===== config.mk =====
export PLATFORM = sky130hd
export DESIGN_NAME = button_gesture_classifier_flat
export DESIGN_NICKNAME = d
export VERILOG_FILES = /design/src/bgc_pkg.sv /design/src/bgc_stream_if.sv /design/src/button_gesture_classifier.sv /design/src/flat_wrapper.sv
export SDC_FILE = /design/constraint.sdc
export NUM_CORES = 1
export LEC_CHECK = 0
export BUFFER_PORTS_ARGS = -buffer_cell sky130_fd_sc_hd__buf_4
export CORE_ASPECT_RATIO = 0.9
export CORE_UTILIZATION = 30
export DETAILED_ROUTE_END_ITERATION = 8
export PLACE_DENSITY = 0.52
export SYNTH_ARGS = -nofsm -noshare
export SYNTH_HDL_FRONTEND = slang
export SYNTH_SLANG_ARGS = --single-unit

===== constraint.sdc =====
create_clock -name clk -period 3.4 [get_ports clk]
set_input_delay 0.34 -clock clk [delete_from_list [all_inputs] [get_ports clk]]
set_output_delay 0.34 -clock clk [all_outputs]
set_load 0.03 [all_outputs]

===== src/bgc_pkg.sv =====
// ----------------------------------------------------------------------------
// bgc_pkg
// Shared types, register map and gesture codes for the button gesture
// classifier.
// ----------------------------------------------------------------------------
package bgc_pkg;

  localparam int unsigned CntW     = 16;
  localparam int unsigned DataW    = 32;
  localparam int unsigned AddrW    = 4;

  typedef logic [CntW-1:0] cnt_t;

  typedef enum logic [1:0] {
    GEST_NONE   = 2'd0,
    GEST_CLICK  = 2'd1,
    GEST_DOUBLE = 2'd2,
    GEST_LONG   = 2'd3
  } gesture_t;

  typedef enum logic [1:0] {
    REG_DEBOUNCE   = 2'd0,
    REG_LONG_PRESS = 2'd1,
    REG_SHORT_MIN  = 2'd2,
    REG_DOUBLE_GAP = 2'd3
  } reg_idx_t;

  localparam cnt_t DebounceRst  = 16'd5;
  localparam cnt_t LongPressRst = 16'd200;
  localparam cnt_t ShortMinRst  = 16'd5;
  localparam cnt_t DoubleGapRst = 16'd30;

  function automatic cnt_t sat_inc(input cnt_t v);
    sat_inc = (v == '1) ? v : cnt_t'(v + 1'b1);
  endfunction

endpackage


===== src/bgc_stream_if.sv =====
// ----------------------------------------------------------------------------
// bgc_stream_if
// Valid/ready channels of the classifier: tick beats in, gesture beats out.
// ----------------------------------------------------------------------------
interface bgc_in_if;
  logic valid;
  logic ready;
  logic key_pressed;

  modport source (output valid, output key_pressed, input ready);
  modport sink   (input valid, input key_pressed, output ready);
endinterface

interface bgc_out_if;
  import bgc_pkg::*;
  logic     valid;
  logic     ready;
  gesture_t gesture;

  modport source (output valid, output gesture, input ready);
  modport sink   (input valid, input gesture, output ready);
endinterface


===== src/button_gesture_classifier.sv =====
// ----------------------------------------------------------------------------
// button_gesture_classifier
// Debounces a sampled button level and reports click, double click or
// long press, one gesture beat per tick beat.
// ----------------------------------------------------------------------------
// Usage:
//   in_ch  : one beat per scan tick, carrying key_pressed.
//   out_ch : one beat per tick, gesture 0 none, 1 click, 2 double, 3 long.
//   APB    : four 16-bit registers at 0x0 debounce, 0x4 long press,
//            0x8 short minimum, 0xC double gap; write only while idle.
// Output: a tick's gesture is registered in the output or the skid buffer.
// Throughput: one tick per cycle while the skid buffer is empty; the
//   step/counter update is one compare-and-increment between state registers.
// Stalls: an output register plus a one-entry skid buffer; in_ch.ready
//   drops only when both hold a gesture not yet taken.
// Reset: state goes idle, counter zero, registers to 5/200/5/30, output
//   and skid buffer empty.
// ----------------------------------------------------------------------------
module button_gesture_classifier (
  input  logic                      clk,
  input  logic                      rst_n,
  bgc_in_if.sink                    in_ch,
  bgc_out_if.source                 out_ch,
  input  logic                      psel,
  input  logic                      penable,
  input  logic                      pwrite,
  input  logic [bgc_pkg::AddrW-1:0] paddr,
  input  logic [bgc_pkg::DataW-1:0] pwdata,
  output logic [bgc_pkg::DataW-1:0] prdata,
  output logic                      pready
);
  import bgc_pkg::*;

  typedef enum logic [2:0] {
    ST_IDLE     = 3'd0,
    ST_DEBOUNCE = 3'd1,
    ST_HOLD     = 3'd2,
    ST_CLASSIFY = 3'd3,
    ST_GAP      = 3'd4,
    ST_SECOND   = 3'd5
  } step_t;

  cnt_t     debounce_r, long_press_r, short_min_r, double_gap_r;
  step_t    step_r, step_nxt;
  cnt_t     count_r, count_nxt, count_inc;
  gesture_t gest_nxt;
  gesture_t out_gest_r, skid_gest_r;
  logic     out_valid_r, skid_valid_r;
  logic     accept, pop, cfg_wr;
  reg_idx_t cfg_idx;

  assign pready  = 1'b1;
  assign cfg_wr  = psel & penable & pwrite;
  assign cfg_idx = reg_idx_t'(paddr[AddrW-1:2]);

  always_comb begin
    unique case (cfg_idx)
      REG_DEBOUNCE:   prdata = DataW'(debounce_r);
      REG_LONG_PRESS: prdata = DataW'(long_press_r);
      REG_SHORT_MIN:  prdata = DataW'(short_min_r);
      REG_DOUBLE_GAP: prdata = DataW'(double_gap_r);
      default:        prdata = '0;
    endcase
  end

  always_ff @(posedge clk) begin
    if (!rst_n) begin
      debounce_r   <= DebounceRst;
      long_press_r <= LongPressRst;
      short_min_r  <= ShortMinRst;
      double_gap_r <= DoubleGapRst;
    end else if (cfg_wr) begin
      unique case (cfg_idx)
        REG_DEBOUNCE:   debounce_r   <= pwdata[CntW-1:0];
        REG_LONG_PRESS: long_press_r <= pwdata[CntW-1:0];
        REG_SHORT_MIN:  short_min_r  <= pwdata[CntW-1:0];
        REG_DOUBLE_GAP: double_gap_r <= pwdata[CntW-1:0];
        default: ;
      endcase
    end
  end

  assign in_ch.ready = ~skid_valid_r;
  assign accept      = in_ch.valid & in_ch.ready;
  assign pop         = out_valid_r & out_ch.ready;
  assign count_inc   = sat_inc(count_r);

  always_comb begin
    step_nxt  = step_r;
    count_nxt = count_r;
    gest_nxt  = GEST_NONE;
    unique case (step_r)
      ST_IDLE: begin
        if (in_ch.key_pressed) step_nxt = ST_DEBOUNCE;
      end
      ST_DEBOUNCE: begin
        count_nxt = count_inc;
        if (count_inc >= debounce_r) begin
          step_nxt  = in_ch.key_pressed ? ST_HOLD : ST_IDLE;
          count_nxt = '0;
        end
      end
      ST_HOLD: begin
        if (in_ch.key_pressed) count_nxt = count_inc;
        else                   step_nxt  = ST_CLASSIFY;
      end
      ST_CLASSIFY: begin
        count_nxt = '0;
        if (count_r > long_press_r) begin
          gest_nxt = GEST_LONG;
          step_nxt = ST_IDLE;
        end else if (count_r > short_min_r) begin
          step_nxt = ST_GAP;
        end else begin
          step_nxt = ST_IDLE;
        end
      end
      ST_GAP: begin
        count_nxt = count_inc;
        if (count_inc > double_gap_r) begin
          count_nxt = '0;
          if (in_ch.key_pressed) begin
            step_nxt = ST_SECOND;
          end else begin
            gest_nxt = GEST_CLICK;
            step_nxt = ST_IDLE;
          end
        end
      end
      ST_SECOND: begin
        if (in_ch.key_pressed) begin
          count_nxt = count_inc;
        end else begin
          gest_nxt  = GEST_DOUBLE;
          step_nxt  = ST_IDLE;
          count_nxt = '0;
        end
      end
      default: begin
        step_nxt  = ST_IDLE;
        count_nxt = '0;
      end
    endcase
  end

  always_ff @(posedge clk) begin
    if (!rst_n) begin
      step_r       <= ST_IDLE;
      count_r      <= '0;
      out_valid_r  <= 1'b0;
      skid_valid_r <= 1'b0;
    end else begin
      if (accept) begin
        step_r  <= step_nxt;
        count_r <= count_nxt;
      end
      if (skid_valid_r) begin
        if (pop) begin
          out_gest_r   <= skid_gest_r;
          skid_valid_r <= 1'b0;
        end
      end else if (accept) begin
        if (!out_valid_r || pop) begin
          out_gest_r  <= gest_nxt;
          out_valid_r <= 1'b1;
        end else begin
          skid_gest_r  <= gest_nxt;
          skid_valid_r <= 1'b1;
        end
      end else if (pop) begin
        out_valid_r <= 1'b0;
      end
    end
  end

  assign out_ch.valid   = out_valid_r;
  assign out_ch.gesture = out_gest_r;

endmodule


===== src/flat_wrapper.sv =====
// flat-port wrapper written by rule: the top's interface ports become plain ports
module button_gesture_classifier_flat import bgc_pkg::*;
  (clk, rst_n, psel, penable, pwrite, paddr, pwdata, prdata, pready, in_ch_valid, in_ch_key_pressed, in_ch_ready, out_ch_valid, out_ch_gesture, out_ch_ready);
  bgc_in_if in_ch_i ();
  bgc_out_if out_ch_i ();
  input  logic clk;
  input  logic rst_n;
  input  logic psel;
  input  logic penable;
  input  logic pwrite;
  input  logic [bgc_pkg::AddrW-1:0] paddr;
  input  logic [bgc_pkg::DataW-1:0] pwdata;
  output logic [bgc_pkg::DataW-1:0] prdata;
  output logic pready;
  input wire logic [$bits(in_ch_i.valid)-1:0] in_ch_valid;
  input wire logic [$bits(in_ch_i.key_pressed)-1:0] in_ch_key_pressed;
  output wire logic [$bits(in_ch_i.ready)-1:0] in_ch_ready;
  output wire logic [$bits(out_ch_i.valid)-1:0] out_ch_valid;
  output wire logic [$bits(out_ch_i.gesture)-1:0] out_ch_gesture;
  input wire logic [$bits(out_ch_i.ready)-1:0] out_ch_ready;
  assign in_ch_i.valid = in_ch_valid;
  assign in_ch_i.key_pressed = in_ch_key_pressed;
  assign in_ch_ready = in_ch_i.ready;
  assign out_ch_valid = out_ch_i.valid;
  assign out_ch_gesture = out_ch_i.gesture;
  assign out_ch_i.ready = out_ch_ready;
  button_gesture_classifier u_core (.clk(clk), .rst_n(rst_n), .in_ch(in_ch_i), .out_ch(out_ch_i), .psel(psel), .penable(penable), .pwrite(pwrite), .paddr(paddr), .pwdata(pwdata), .prdata(prdata), .pready(pready));
endmodule

==> run metrics <==
RSZ-0062 raised after global routing true; startpoint class of the critical path flop; most used cell, CP buf_4; Synth Area in Compound Gates 17.18%; Power, Total 0.002369 W; CTS clk-pin slew, worst paths 0.07 ns; # DRC 0; Filler Cells Inserted 2024; Synth async-reset ratio 0%; Clock Skew 0.01370 ns; Peak VDD IR 238.5 uV; Die Ht 136.7 um; Worst path max stage delay 0.43 ns; Final Hold Vio Count 0; routed len/inst 15.70 um; nets 926; Gate power share 11.5%; Iter 0 DRT Violations 336; fin crit share 100.9%; Die ar. 20740 um^2; crit-path cells and3_4 -> and3_4 -> and2_4 -> o31a_1 -> buf_4 -> nand2_4 -> xnor2_2 -> buf_4 -> ha_4 -> nand4_1 -> o311a_4 -> o21a_1 -> or2_4 -> o21ai_4 -> buf_4 -> nor2_1; CP Data Arrival Time 3.69 ns; Pleak 3.038 nW; share of layout cells above drive strength 1 24.21%; largest family of logic cells by synthesized area simple AND/OR/NAND/NOR gates; met3 usage 3.667%; post-synthesis sequential area ratio 30.11%; clock network fraction of total power 43.0%; Starting Density 31.10%; CP top delay family compound AO/OA/AOI/OAI gates; Max Root-Sink Buffers 2; number of distinct library cells after synthesis 68; DP HPWL 12660 um; PD cells 314.8 nW/um^2; sum of negative setup slack -0.07551 ns; Syn Inst Count 733; TritonCTS buffer count 9; Final min period 3.430 ns; crit path capture type flop; GR Overflow Total 0; vias in the first global route 5013; Synth Cell Area 6051 um^2; xor-xnor portion of the synthesized cell area 2.316%; Placement Rows 48; Slew Limit Fails 0; area delta synth->final 24.40%; final worst-path setup slack -0.03021 ns; routed vias/inst 4.886; Post-Route WL 16830 um; H-tree Lvls 3; P_int 0.001731 W; switching power 0.0006385 W; slowest CP cell o311a_4; first drt pass iteration count 5; fmax 291.5 MHz; pin count of the biggest net entering global routing 49; endpoints failing setup 6; Simple-Gate Fraction of Synth Area 20.95%; met2 Track Usage GR 26.19%; PortBufs 45; n_diodes 0; Seq cells post-synth 89; Synth Warn # 0; Worst EP required 3.66 ns; worst skew pair latency 0.36 ns; CTS root buf clkbuf_16; GR peak layer met2; IO Count 81; most common flop cell mapped by yosys dfxtp_1; synthesized area per cell 8.255 um^2; post-placement setup slack -0.2033 ns; Max-slew headroom 38.29%; Net Sw Frac 26.95%; met1 usage 25.17%; clock sink count 89; Final Wtd Congestion 0.8319; Worst Tran Pin Value 0.9257 ns; GRT Total Usage 17.29%; Sequential Power Share 45.6%; Final ANT Viol Nets 0; Hold Path Class in2reg; mux share of post-synthesis cell area 7.072%; CTS tree built; Post-Synth Adder-Cell Area 13.44%; initial antenna violation count 0; failing checks negative setup slack; first-pass GRT wire length 27280 um; hold_ws 0.2156 ns; via count 5238; CORE AREA 19460 um^2; Crit Path Category reg2reg; CP bufs+invs 3; run status finished with violations; Post-synth EDFFs 4; Max Cap Viol 0; Die Width 151.7 um; Max FO, Critical Path 7
==> per-layer routing <==
layer | routed length (um) | up-vias
met2 | 7327 | 103
met4 | 105 | 0
met5 | 0 | -
li1 | - | 2652
met1 | 8504 | 2475
met3 | 890 | 8
==> layout make-up <==
type                            instances  area (um^2)  area share (%)
Clock inverter                          3        22.52          0.2992
Inverter                               72        270.3           3.590
Sequential cell                        89         1838           24.42
Timing Repair Buffer                  108        825.8           10.97
Clock buffer                           13        271.5           3.607
Tap cell                              250        312.8           4.156
Multi-Input combinational cell        537         3986           52.96
==> sequential cells by signal (all words and copies together) (netlist names) <==
name and cells:
u_core.debounce_r 16, u_core.skid_gest_r 2, u_core.out_ch.gesture 2, u_core.step_r 3
u_core.double_gap_r 16, u_core.count_r 16, u_core.skid_valid_r 1, u_core.out_ch.valid 1
u_core.short_min_r 16, u_core.long_press_r 16
==> kinds of logic (layout without fill, tap and decap cells) <==
| group | after synthesis | in the layout |
|---|---|---|
| simple gates | 271 | 271 |
| compound gates | 146 | 146 |
| buf+inv | 122 | 196 |
| flops | 89 | 89 |
| fa+ha+maj | 65 | 65 |
| mux | 22 | 22 |
| xor+xnor | 16 | 16 |
| other cells | 2 | 17 |
==> metrics by stage <==
step,area (um^2),util (%),instances
floorplan,6150,-,748
global placement,6915,35.54,1044
detailed placement,6915,35.54,1044
CTS,7383,37.94,1066
global route,7527,38.68,1072
finish,7527,38.68,1072
==> repair_timing <==
item                       in CTS  in global routing
buffers inserted                7                  6
setup endpoints to repair      19                 20
hold buffers                    0                  0
hold endpoints to repair        0                  0
gates resized for setup        30                 21
pin swaps                      22                 22
gates cloned                    0                  0
==> cell usage in the layout (no fill, tap or decap), drive strengths merged, types with 6 or more instances in the layout <==
cell	instances
a21boi	55
a21oi	29
and3	6
buf	108
clkbuf	13
conb	17
dfxtp	85
ha	65
inv	73
mux4	16
nand2	162
nand3	20
nand4	17
nor2	25
nor2b	10
nor3	8
o211ai	14
o21ai	20
xnor2	10
xor2	6
==> cells in the mapped netlist, drive strengths merged (3+ instances only) <==
master / instances / area, um^2
a21oi: 29 / 148.9
nor3: 8 / 40.04
nand4: 17 / 127.6
clkbuf: 26 / 101.4
and2: 5 / 31.28
and3: 6 / 37.54
a221oi: 3 / 61.31
nor2b: 10 / 62.56
or3: 4 / 25.02
buf: 24 / 161.4
nand2: 162 / 608.1
dfxtp: 85 / 1702
nor2: 25 / 106.4
o22ai: 3 / 18.77
nand3: 20 / 105.1
edfxtp: 4 / 120.1
o211ai: 14 / 110.1
mux4: 16 / 360.4
inv: 72 / 270.3
o21ai: 20 / 103.9
xnor2: 10 / 87.58
mux2i: 3 / 30.03
xor2: 6 / 52.55
a21boi: 55 / 412.9
mux2: 3 / 37.53
ha: 65 / 813.3
nand2b: 3 / 18.77
==> worst register-to-register path: stages (launching register included) <==
cell and delay [ns]:
dfxtp_2 0.34, and3_4 0.19, and3_4 0.19, and2_4 0.14
o31a_1 0.23, buf_4 0.16, nand2_4 0.04, xnor2_2 0.14
buf_4 0.14, ha_4 0.26, nand4_1 0.12, o311a_4 0.43
o21a_1 0.21, or2_4 0.25, o21ai_4 0.29, buf_4 0.17
nor2_1 0.03
==> path summary, 6_finish.rpt <==
path	slack [ns]	to	start	cells after the start
min	0.22	u_core.debounce_r[0]	pwdata[0]	3
max reg2reg	-0.03	u_core.count_r[11]	u_core.count_r[3]	16
max	-0.03	u_core.count_r[11]	u_core.count_r[3]	16
min reg2reg	0.48	u_core.double_gap_r[6]	u_core.double_gap_r[6]	2
==> power by group through the flow <==
stage / combinational, W / clock (W) / sequential (W)
floorplan: 0.000184 / 0 / 0.00110
global placement: 0.000263 / 0 / 0.00110
detailed placement: 0.000262 / 0 / 0.00110
CTS: 0.000265 / 0.00105 / 0.00108
global route: 0.000297 / 0.00108 / 0.00108
finish: 0.000272 / 0.00102 / 0.00108
(Power assumes the default switching activity.)
